**src/design/cle_pkg.sv**
```systemverilog
// Shared constants, item types and character codes for the console line editor.
package cle_pkg;

    localparam int LINE_DEPTH = 32;
    localparam int ADDR_W     = $clog2(LINE_DEPTH);
    localparam int COUNT_W    = 6;
    localparam int KIND_W     = 2;
    localparam int BYTE_W     = 8;
    localparam int INDEX_W    = 5;

    localparam logic [KIND_W-1:0] KIND_BYTE = 2'd0;
    localparam logic [KIND_W-1:0] KIND_IDLE = 2'd1;
    localparam logic [KIND_W-1:0] KIND_READ = 2'd2;

    localparam logic OUT_ECHO = 1'b0;
    localparam logic OUT_READ = 1'b1;

    localparam logic [BYTE_W-1:0] CH_CR = 8'h0D;
    localparam logic [BYTE_W-1:0] CH_LF = 8'h0A;
    localparam logic [BYTE_W-1:0] CH_BS = 8'h08;
    localparam logic [BYTE_W-1:0] CH_SP = 8'h20;

    typedef struct packed {
        logic [KIND_W-1:0]  kind;
        logic [BYTE_W-1:0]  rx_byte;
        logic [INDEX_W-1:0] read_index;
    } t_in;

    typedef struct packed {
        logic               out_kind;
        logic [BYTE_W-1:0]  out_byte;
        logic               last;
        logic               line_done;
        logic [COUNT_W-1:0] line_length;
    } t_out;

endpackage

```
**src/design/cle_ram.sv**
```systemverilog
// Simple dual-port line store: one write port, one read port with registered data.
module cle_ram #(
    parameter int DEPTH = 32,
    parameter int WIDTH = 8
) (
    input  logic                     i_clk,
    input  logic                     i_we,
    input  logic [$clog2(DEPTH)-1:0] i_waddr,
    input  logic [WIDTH-1:0]         i_wdata,
    input  logic                     i_re,
    input  logic [$clog2(DEPTH)-1:0] i_raddr,
    output logic [WIDTH-1:0]         o_rdata
);

    logic [WIDTH-1:0] r_mem [DEPTH];
    logic [WIDTH-1:0] r_rdata;

    always_ff @(posedge i_clk) begin
        if (i_we) begin
            r_mem[i_waddr] <= i_wdata;
        end
    end

    always_ff @(posedge i_clk) begin
        if (i_re) begin
            r_rdata <= r_mem[i_raddr];
        end
    end

    assign o_rdata = r_rdata;

endmodule

```
**src/design/console_line_editor_with_echo_unit.sv**
```systemverilog
// Top level of the console line editor: sequencer, line counters and result register.
//
//   channel  direction  handshake                 payload
//   in       input      i_in_valid / o_in_stall   i_in_data  (cle_pkg::t_in)
//   out      output     o_out_valid / i_out_stall o_out_data (cle_pkg::t_out)
//
// An ordinary byte is stored at once; a backspace goes to S_TAIL, a read request to S_RWAIT.
// Each echoed byte goes through the store read loop (address, then data), once
// for every pending byte on an idle tick, and before the tail at an end of line.
// The single read port of the line store sets the pace of that loop.
// Reset clears the counters and the sequencer; the line store itself is not cleared.
// A stalled output holds the sequencer in the states that emit a beat; the input is stalled while it works.
module console_line_editor_with_echo_unit (
    input  logic          i_clk,
    input  logic          i_rst_n,
    input  logic          i_in_valid,
    output logic          o_in_stall,
    input  cle_pkg::t_in  i_in_data,
    output logic          o_out_valid,
    input  logic          i_out_stall,
    output cle_pkg::t_out o_out_data
);
    import cle_pkg::*;

    typedef enum logic [4:0] {
        S_IDLE  = 5'b00001,
        S_ECHO  = 5'b00010,
        S_EWAIT = 5'b00100,
        S_TAIL  = 5'b01000,
        S_RWAIT = 5'b10000
    } t_state;

    localparam logic [1:0] STEP_FIRST = 2'd0;
    localparam logic [1:0] STEP_MID   = 2'd1;
    localparam logic [1:0] STEP_LAST  = 2'd2;

    t_state             r_state, n_state;
    logic [COUNT_W-1:0] r_fill, n_fill;
    logic [COUNT_W-1:0] r_echoed, n_echoed;
    logic [COUNT_W-1:0] r_done_len, n_done_len;
    logic [COUNT_W-1:0] r_len, n_len;
    logic               r_eol, n_eol;
    logic [1:0]         r_step, n_step;
    logic               r_rd_hit, n_rd_hit;
    logic               r_out_valid;
    t_out               r_out;

    logic               ram_we;
    logic [ADDR_W-1:0]  ram_waddr;
    logic               ram_re;
    logic [ADDR_W-1:0]  ram_raddr;
    logic [BYTE_W-1:0]  ram_rdata;

    logic               emit;
    t_out               emit_data;
    logic               out_free;
    logic               emit_fire;
    logic               fill_wrap;
    logic [COUNT_W-1:0] wr_pos;
    logic               echo_more;
    logic [COUNT_W-1:0] echo_next;
    logic [COUNT_W-1:0] idx_ext;

    cle_ram #(
        .DEPTH(LINE_DEPTH),
        .WIDTH(BYTE_W)
    ) u_ram (
        .i_clk   (i_clk),
        .i_we    (ram_we),
        .i_waddr (ram_waddr),
        .i_wdata (i_in_data.rx_byte),
        .i_re    (ram_re),
        .i_raddr (ram_raddr),
        .o_rdata (ram_rdata)
    );

    assign out_free  = !r_out_valid || !i_out_stall;
    assign emit_fire = emit && out_free;
    assign fill_wrap = (r_fill == COUNT_W'(LINE_DEPTH));
    assign wr_pos    = fill_wrap ? '0 : r_fill;
    // One compare and one increment are shared by every step of the echo loop.
    assign echo_more = (r_echoed < r_fill);
    assign echo_next = r_echoed + 1'b1;
    assign idx_ext   = COUNT_W'(i_in_data.read_index);

    always_comb begin
        n_state    = r_state;
        n_fill     = r_fill;
        n_echoed   = r_echoed;
        n_done_len = r_done_len;
        n_len      = r_len;
        n_eol      = r_eol;
        n_step     = r_step;
        n_rd_hit   = r_rd_hit;
        ram_we     = 1'b0;
        ram_waddr  = wr_pos[ADDR_W-1:0];
        ram_re     = 1'b0;
        ram_raddr  = r_echoed[ADDR_W-1:0];
        emit       = 1'b0;
        emit_data  = '0;

        unique case (r_state)
            S_IDLE: begin
                if (i_in_valid) begin
                    priority if (i_in_data.kind == KIND_BYTE) begin
                        priority if (i_in_data.rx_byte == CH_CR ||
                                     i_in_data.rx_byte == CH_LF) begin
                            n_eol   = 1'b1;
                            n_len   = r_fill;
                            n_state = S_ECHO;
                        end else if (i_in_data.rx_byte == CH_BS) begin
                            // A backspace on an empty line is dropped silently.
                            if (r_fill != '0) begin
                                n_fill = r_fill - 1'b1;
                                if (r_echoed != '0) begin
                                    n_echoed = r_echoed - 1'b1;
                                end
                                n_eol   = 1'b0;
                                n_step  = STEP_FIRST;
                                n_state = S_TAIL;
                            end
                        end else begin
                            // A full line restarts at the front; its unechoed bytes are lost.
                            ram_we = 1'b1;
                            n_fill = wr_pos + 1'b1;
                            if (fill_wrap) begin
                                n_echoed = '0;
                            end
                        end
                    end else if (i_in_data.kind == KIND_IDLE) begin
                        n_eol   = 1'b0;
                        n_state = S_ECHO;
                    end else if (i_in_data.kind == KIND_READ) begin
                        ram_re    = 1'b1;
                        ram_raddr = idx_ext[ADDR_W-1:0];
                        n_rd_hit  = (idx_ext < r_done_len);
                        n_state   = S_RWAIT;
                    end else begin
                        n_state = S_IDLE;
                    end
                end
            end
            S_ECHO: begin
                if (echo_more) begin
                    ram_re  = 1'b1;
                    n_state = S_EWAIT;
                end else if (r_eol) begin
                    n_step  = STEP_MID;
                    n_state = S_TAIL;
                end else begin
                    n_state = S_IDLE;
                end
            end
            S_EWAIT: begin
                emit                = 1'b1;
                emit_data.out_kind  = OUT_ECHO;
                emit_data.out_byte  = ram_rdata;
                emit_data.last      = !r_eol && (echo_next == r_fill);
                if (out_free) begin
                    n_echoed = echo_next;
                    n_state  = S_ECHO;
                end
            end
            S_TAIL: begin
                // End of line sends CR then LF; backspace sends BS, space, BS.
                emit               = 1'b1;
                emit_data.out_kind = OUT_ECHO;
                if (r_eol) begin
                    emit_data.out_byte = (r_step == STEP_LAST) ? CH_LF : CH_CR;
                end else begin
                    emit_data.out_byte = (r_step == STEP_MID) ? CH_SP : CH_BS;
                end
                emit_data.last        = (r_step == STEP_LAST);
                emit_data.line_done   = r_eol && (r_step == STEP_LAST);
                emit_data.line_length = (r_eol && (r_step == STEP_LAST)) ? r_len : '0;
                if (out_free) begin
                    n_step = r_step + 1'b1;
                    if (r_step == STEP_LAST) begin
                        n_state = S_IDLE;
                        if (r_eol) begin
                            n_done_len = r_len;
                            n_fill     = '0;
                            n_echoed   = '0;
                        end
                    end
                end
            end
            S_RWAIT: begin
                emit               = 1'b1;
                emit_data.out_kind = OUT_READ;
                emit_data.out_byte = r_rd_hit ? ram_rdata : '0;
                emit_data.last     = 1'b1;
                if (out_free) begin
                    n_state = S_IDLE;
                end
            end
            default: begin
                n_state = S_IDLE;
            end
        endcase
    end

    always_ff @(posedge i_clk) begin
        if (!i_rst_n) begin
            r_state     <= S_IDLE;
            r_fill      <= '0;
            r_echoed    <= '0;
            r_done_len  <= '0;
            r_eol       <= 1'b0;
            r_step      <= STEP_FIRST;
            r_out_valid <= 1'b0;
        end else begin
            r_state     <= n_state;
            r_fill      <= n_fill;
            r_echoed    <= n_echoed;
            r_done_len  <= n_done_len;
            r_eol       <= n_eol;
            r_step      <= n_step;
            r_out_valid <= emit_fire || (r_out_valid && i_out_stall);
        end
    end

    always_ff @(posedge i_clk) begin
        r_len    <= n_len;
        r_rd_hit <= n_rd_hit;
        if (emit_fire) begin
            r_out <= emit_data;
        end
    end

    assign o_in_stall  = (r_state != S_IDLE);
    assign o_out_valid = r_out_valid;
    assign o_out_data  = r_out;

`ifndef SYNTH
    a_echo_le_fill: assert property (@(posedge i_clk) disable iff (!i_rst_n)
        r_echoed <= r_fill)
        else $error("echoed count passed the fill count");

    a_fill_bound: assert property (@(posedge i_clk) disable iff (!i_rst_n)
        r_fill <= COUNT_W'(LINE_DEPTH))
        else $error("fill count beyond the line depth");

    a_state_onehot: assert property (@(posedge i_clk) disable iff (!i_rst_n)
        $onehot(r_state))
        else $error("sequencer state is not one-hot");

    a_done_is_last: assert property (@(posedge i_clk) disable iff (!i_rst_n)
        o_out_valid && o_out_data.line_done |-> o_out_data.last &&
        o_out_data.out_kind == OUT_ECHO && o_out_data.out_byte == CH_LF)
        else $error("line done flag on a beat that is not the closing LF");

    a_eol_clears: assert property (@(posedge i_clk) disable iff (!i_rst_n)
        r_state == S_TAIL && r_eol && r_step == STEP_LAST && out_free |=>
        r_fill == '0 && r_echoed == '0)
        else $error("line counters not cleared after end of line");
`endif

endmodule
```
**config.mk**
```make
export PLATFORM = sky130hd
export DESIGN_NAME = console_line_editor_with_echo_unit
export DESIGN_NICKNAME = d
export VERILOG_FILES = /design/src/design/cle_pkg.sv /design/src/design/cle_ram.sv /design/src/design/console_line_editor_with_echo_unit.sv
export SDC_FILE = /design/constraint.sdc
export NUM_CORES = 1
export LEC_CHECK = 0
export ABC_AREA = 1
export ABC_CLOCK_PERIOD_IN_PS = 4300
export BUFFER_PORTS_ARGS = -buffer_cell sky130_fd_sc_hd__buf_2
export CORE_UTILIZATION = 50
export CTS_CLUSTER_DIAMETER = 60
export DETAILED_ROUTE_END_ITERATION = 10
export PLACE_DENSITY_LB_ADDON = 0.1
export SLEW_MARGIN = 0
export SYNTH_ARGS = -nofsm -noshare
export SYNTH_HDL_FRONTEND = slang
export SYNTH_SLANG_ARGS = --single-unit
```
**constraint.sdc**
```tcl
create_clock -name i_clk -period 4.3 [get_ports i_clk]
set_clock_uncertainty 0.2 [all_clocks]
set_input_delay 0.43 -clock i_clk [delete_from_list [all_inputs] [get_ports i_clk]]
set_output_delay 0.43 -clock i_clk [all_outputs]
set_load 0.005 [all_outputs]
```
* Word level (Yosys, flattened, before mapping)
Memory sizes are Yosys's and may differ from the RTL's. A register that Yosys moved wholly into a read port is not among the register bits.
Cells that the tools add are included.
** Storage, ports and cells
- Register bits after elaboration :: 51
- Bits in writable memories :: 256
- Input bits :: 19
- Output and inout port bits :: 19
- Word-level logic and storage cells :: 156
- Memories :: 1
** Memory list
- u_ram.r_mem :: depth 32, bits a word 8, read ports 1, clocked after Yosys merged registers in 1, write ports 1, line cle_ram.sv:15 : logic [WIDTH-1:0] r_mem [DEPTH];
** Operators by class
- Add/sub/neg operators :: 5
- Magnitude comparators :: 2
- Equality and inequality tests :: 34
- Muxes and demuxes :: 71
- Bitwise logic cells :: 2
- Reduce and logical (&&, ||, !) cells :: 27
** Operator list (count)
- two-way mux 6 bit :: 19
- two-way mux 5 bit :: 16
- case mux 10 bit (3 select lines) :: 1
- case mux 5 bit (5 select lines) :: 1
- equality test 8 x 4 -> 1 bit, second input constant :: 3
- inequality test 2 bit, second input constant :: 12
- two-way mux 1 bit :: 18
- case mux 6 bit (3 select lines) :: 1
- two-way mux 2 bit :: 8
- adder 6 x 1 -> 6 bit, second input constant :: 2
- case mux 6 bit (2 select lines) :: 1
- nonzero test 6 bit :: 2
- subtractor 6 x 1 -> 6 bit, second input constant :: 2
- AND reduction 11 bit :: 1
- AND reduction 5 bit :: 2
- inequality test 3 bit, second input constant :: 3
- AND reduction 9 bit :: 1
- two-way mux 4 bit :: 2
- two-way mux 8 bit :: 1
- inequality test 4 bit, second input constant :: 2
- AND reduction 4 bit :: 2
- AND reduction 8 bit :: 1
- AND reduction 7 bit :: 1
- equality test 6 bit :: 1
- other kinds (25) :: 38

* Longest topological paths before layout
- Depth after elaboration :: 8
- Mapped depth :: 15
- Depth with buffers taken out :: 13

* Modules after synthesis
A second synthesis with hierarchy kept.
** Second synthesis, totals
- Cell total of the unflattened synthesis :: 1391
- Area, all modules :: 14362.5 um^2
** By module, submodules not included
- cle_ram :: times used 1, cells each 922, area each 10866.7 um^2, sequential area each 7927.6 um^2
- console_line_editor_with_echo_unit :: times used 1, cells each 469, area each 3495.9 um^2, sequential area each 1261.2 um^2

* Worst setup path before layout
OpenSTA, ideal clock, no wires.
- Path kind :: register to register
- Start point :: register r_state[0]
- End point :: register r_out, in the netlist o_out_data[0], enable pin
- Setup time :: 401 ps
- Arrival time :: 1852 ps
- Data required time :: 3699 ps
- Path slack :: 1847 ps
- Stages on the path, launching flop included :: 5
- Buffers on the path :: 1
- Clock period less this slack :: 2453 ps
- Cell sequence :: dfxtp_1 > nor2_1 > nand3_1 > clkbuf_1 > a31oi_1
** On the way
- Longest elaborated chain between the ends :: 4
- Elaborated cells between the ends (all ways) :: 6
- Those cells by class :: 3 x eq/ne; 1 x mux; 2 x reduce/logical
** Ends and longest elaborated chain
- start, declared :: line console_line_editor_with_echo_unit.sv:37 : t_state r_state, n_state;
- start signal, assigned :: line console_line_editor_with_echo_unit.sv:213 : r_state <= n_state;
- equality test 5 bit (tied with other cells) :: line console_line_editor_with_echo_unit.sv:102 : unique case (r_state)
- OR reduction 3 bit (no source line) (*)
- two-way mux 1 bit (*) :: line console_line_editor_with_echo_unit.sv:102
- logical AND 1 bit (*) :: line console_line_editor_with_echo_unit.sv:78 : assign emit_fire = emit && out_free;
- via emit_fire :: line console_line_editor_with_echo_unit.sv:57 : logic emit_fire;
- end signal, assigned :: line console_line_editor_with_echo_unit.sv:227 : r_out <= emit_data;
- end, declared :: line console_line_editor_with_echo_unit.sv:46 : t_out r_out;
The timed path passes the listed nets; every way through them passes the cells marked *.
A chain may end at the register's enable or synchronous reset.

* Final worst setup path
- Start point :: register r_state[3]
- End point :: register u_ram.r_rdata[7] (netlist: u_ram.o_rdata[7]) (read register of u_ram.r_mem), data pin
** On the way
- Longest elaborated chain between the ends :: 2
- Elaborated cells between the ends (all ways) :: 4
- Those cells by class :: 2 x eq/ne; 2 x mux
** Ends and longest elaborated chain
- equality test 5 x 2 -> 1 bit / equality test 5 x 1 -> 1 bit (equally long branches) :: line console_line_editor_with_echo_unit.sv:102
- case mux 1 bit (2 select lines) / two-way mux 5 bit (equally long branches) :: line console_line_editor_with_echo_unit.sv:102
- end, declared :: line cle_ram.sv:16 : logic [WIDTH-1:0] r_rdata;
Several ways; a longest one is shown, not always the timed one.

==> impl_metrics.py <==
metrics = {
    "layout": {
        "instances_no_fill": 2015,
        "layout.cells.most_common": "sky130_fd_sc_hd__inv_1",
        "finalNetCount": 1642,
        "antennaDiodeCount": 0,
        "layout.cells.most_common_list": "sky130_fd_sc_hd__inv_1 (324), sky130_fd_sc_hd__nand2_1 (317), sky130_fd_sc_hd__nand3_1 (306)",
        "n_fill_cell": 2566,
        "fin_area_mm2": 0.01660,
        "syn2layout_area_growth_pct": 12.32,
        "postLayoutCoreUtil_pct": 57.52,
        "drive_gt1_share_pct": 7.909,
    },
    "detailed_routing": {
        "route.detailed.vias_per_inst": 5.267,
        "postRouteAntennaNets": 0,
        "routed-via-count": 10610,
        "avgRoutedWirePerCell_um": 18.55,
        "drc": 0,
        "dr.pass1.iters": 5,
        "detail_route.iter0.violations": 1104,
        "finalWirelength_um": 37370,
    },
    "setup_path": {
        "startpoint_type": "flip-flop",
        "crit_path_cells": "nor2_2 -> nand2_1 -> nor2_4 -> nand2_4 -> o21ai_4 -> buf_4 -> nand3_1 -> nand3_1 -> nand3_1 -> nand2_1 -> nand2_1 -> nand2_1",
        "worstReg2RegStart": "r_state[3]$_SDFFE_PN0P_",
        "worst-path-buf-inv": 1,
        "crit_path_max_fanout": 35,
        "timing.critical_path.max_delay_family": "simple AND/OR/NAND/NOR gates",
        "cp_slowest_cell": "sky130_fd_sc_hd__o21ai_4",
        "critical_path.startpoint": "r_state[3]$_SDFFE_PN0P_",
        "crit_path_max_incr_delay_ns": 0.52,
        "worst-endpoint-arrival_ns": 3.30,
        "crit_required_ns": 4.48,
        "end_kind": "flip-flop",
        "worst_path_most_repeated_cell": "sky130_fd_sc_hd__nand2_1",
        "timing_worst_setup_path_type": "reg2reg",
    },
    "grt": {
        "grt_pass1_vias": 10340,
        "pin_count_of_the_biggest_net_entering_global_routing": 89,
        "grt_antenna_before_repair": 0,
        "grt_pass1_wl_um": 58120,
        "gr-total-overflow": 0,
        "track_usage_pct": 25.36,
    },
    "pwr": {
        "ir_worst_vdd_mv": 0.3777,
        "internal_power_uw": 6360,
        "cell_leakage_power_uw": 0.007228,
        "relative_contribution_of_the_clock_network_to_total_power_pct": 30.5,
        "power.sequential.fraction_pct": 36.1,
        "power_switching_share_pct": 36.51,
        "pwr-share-comb_pct": 33.3,
        "p_switching_uw": 3657,
        "powerDensity_mw_per_mm2": 603.5,
    },
    "sta": {
        "rsz0062_at_grt": "no",
        "fin_worst_hold_slack_ns": 0.05201,
        "hold_violations": 0,
        "layout_min_cycle_time_ns": 3.115,
        "fin_setup_tns_ns": 0,
        "timing.max_slew.rel_slack_pct": 38.09,
        "fmax_ghz": 0.3210,
        "min_period_over_period_pct": 72.45,
        "drv_slew": 0,
        "setup_viol": 0,
        "worstMarginPinSlew_ns": 0.9257,
    },
    "synthesis": {
        "syn_inst": 1564,
        "synth_nets": 1603,
        "synth_top_flop_cell": "sky130_fd_sc_hd__edfxtp_1",
        "ys_seq_elements": 315,
        "synth.yosys.warnings": 0,
        "synth-edff-count": 288,
        "fraction_of_registers_with_async_set_reset_pct": 0,
        "synthDistinctLibCells": 39,
        "synthesis.area_per_instance_um2": 9.449,
        "synth_seq_area_share_pct": 62.18,
        "synth_area_mm2": 0.01478,
    },
    "floorplanning": {
        "die_x_um": 173.9,
        "die-area_mm2": 0.03025,
        "die_span_y_um": 173.9,
        "placeableCoreArea_mm2": 0.02886,
        "initial_core_util_pct": 51.21,
        "std_cell_rows": 62,
        "pin_count": 38,
    },
    "run": {
        "drv.max_cap_violation_count": 0,
    },
    "run_status": {
        "run_status": "finished clean",
    },
    "cts": {
        "htree_levels": 2,
        "cts_root_buffer": "sky130_fd_sc_hd__clkbuf_16",
        "tritoncts": "done",
        "cts.sink_count": 315,
        "cts_made_buffers": 36,
        "ctsHoldBuffers": 0,
        "clk_pin_slew_ns": 0.06,
        "cts_setup_buffers": 0,
        "clock_tree.buffer_depth": 3,
        "clkLatencyLatePin_ns": 0.51,
        "cts_resized": 0,
    },
    "place": {
        "post-place-cells": 1949,
        "gp_congestion": 0.9609,
        "dpl.hpwl_um": 24140,
        "io_buffer_count": 37,
        "dpl-instance-area_mm2": 0.01541,
    },
    "hold_path": {
        "worst_hold_path_type": "in2reg",
        "hold_path.startpoint": "i_in_data[5]",
    },
}
-- final timing paths --
path	to	slack, ns	cells past startpoint
min reg2reg	r_done_len[0]$_SDFFE_PN0P_	0.25	2
max reg2reg	u_ram.o_rdata[7]$_DFFE_PP_	1.18	12
max	u_ram.o_rdata[7]$_DFFE_PP_	1.18	12
min	u_ram.r_mem[10][0]$_DFFE_PP_	0.05	1
-- worst register-to-register path, delay by kind of cell (launching register included) --
kind	cells	cell delay (ns)
flops	1	0.31
buf+inv	1	0.47
compound gates	1	0.53
simple gates	10	1.47
-- flip-flops by register name (all words and copies together), names as in the netlist --
name and flops:
r_rd_hit 1, r_fill 6, r_len 6, r_eol 1, o_out_valid 1, r_done_len 6
u_ram.o_rdata 8, r_state 5, r_echoed 6, o_out_data 17, r_step 2, u_ram.r_mem 256
-- synthesized netlist by cell type, types with 3 or more instances --
cell	count	area, µm²
sky130_fd_sc_hd__buf_1	7	26.28
sky130_fd_sc_hd__ha_1	20	250.2
sky130_fd_sc_hd__buf_2	27	135.1
sky130_fd_sc_hd__o22ai_1	8	50.05
sky130_fd_sc_hd__xor2_1	9	78.83
sky130_fd_sc_hd__a21oi_1	25	125.1
sky130_fd_sc_hd__nand3_1	307	1536
sky130_fd_sc_hd__nor2_1	95	356.6
sky130_fd_sc_hd__nand4_1	7	43.79
sky130_fd_sc_hd__nand2_1	318	1194
sky130_fd_sc_hd__nand2_2	3	18.77
sky130_fd_sc_hd__edfxtp_1	288	8648
sky130_fd_sc_hd__o21ai_0	33	165.2
sky130_fd_sc_hd__a211oi_1	3	22.52
sky130_fd_sc_hd__nor3_1	8	40.04
sky130_fd_sc_hd__buf_4	3	22.52
sky130_fd_sc_hd__dfxtp_1	27	540.5
sky130_fd_sc_hd__inv_1	324	1216
sky130_fd_sc_hd__clkbuf_1	25	93.84
-- through the flow --
stage / setup slack [ns] / power (µW)
after global placement: 1.121 / 6964
after global routing: 0.9464 / 10560
after detailed placement: 1.090 / 6988
final: 1.185 / 10020
after CTS: 1.199 / 10040
after floorplan: 1.847 / 5937
-- layer usage --
layer	wire (µm)	GRT usage [%]
met1	16200	34.36
met2	17740	41.67
met3	2172	3.500
met4	1255	9.503
met5	0	0
-- power by group through the flow --
stage	Combinational (µW)	Sequential (µW)	Clock, µW
after detailed placement	3310	3680	0
after floorplan	2310	3630	0
after global routing	3720	3630	3210
final	3340	3620	3060
after global placement	3280	3680	0
after CTS	3330	3620	3090
-- kinds of logic after synthesis --
logic type / count (synthesis) / share of synthesized area (%)
xor+xnor: 11 / 0.6520
simple gates: 744 / 21.93
fa+ha+maj: 20 / 1.693
compound gates: 84 / 3.285
buf+inv: 390 / 10.26
flops: 315 / 62.18
-- area by class of cell --
cell class,count,area (µm²),area share [%]
Clock buffer,47,973.4,5.865
Tap cell,384,480.5,2.895
Inverter,327,1227,7.395
Multi-Input combinational cell,859,4091,24.65
Timing Repair Buffer,64,425.4,2.563
Sequential cell,315,9189,55.36
Clock inverter,19,211.5,1.274
(Power assumes the default switching activity.)
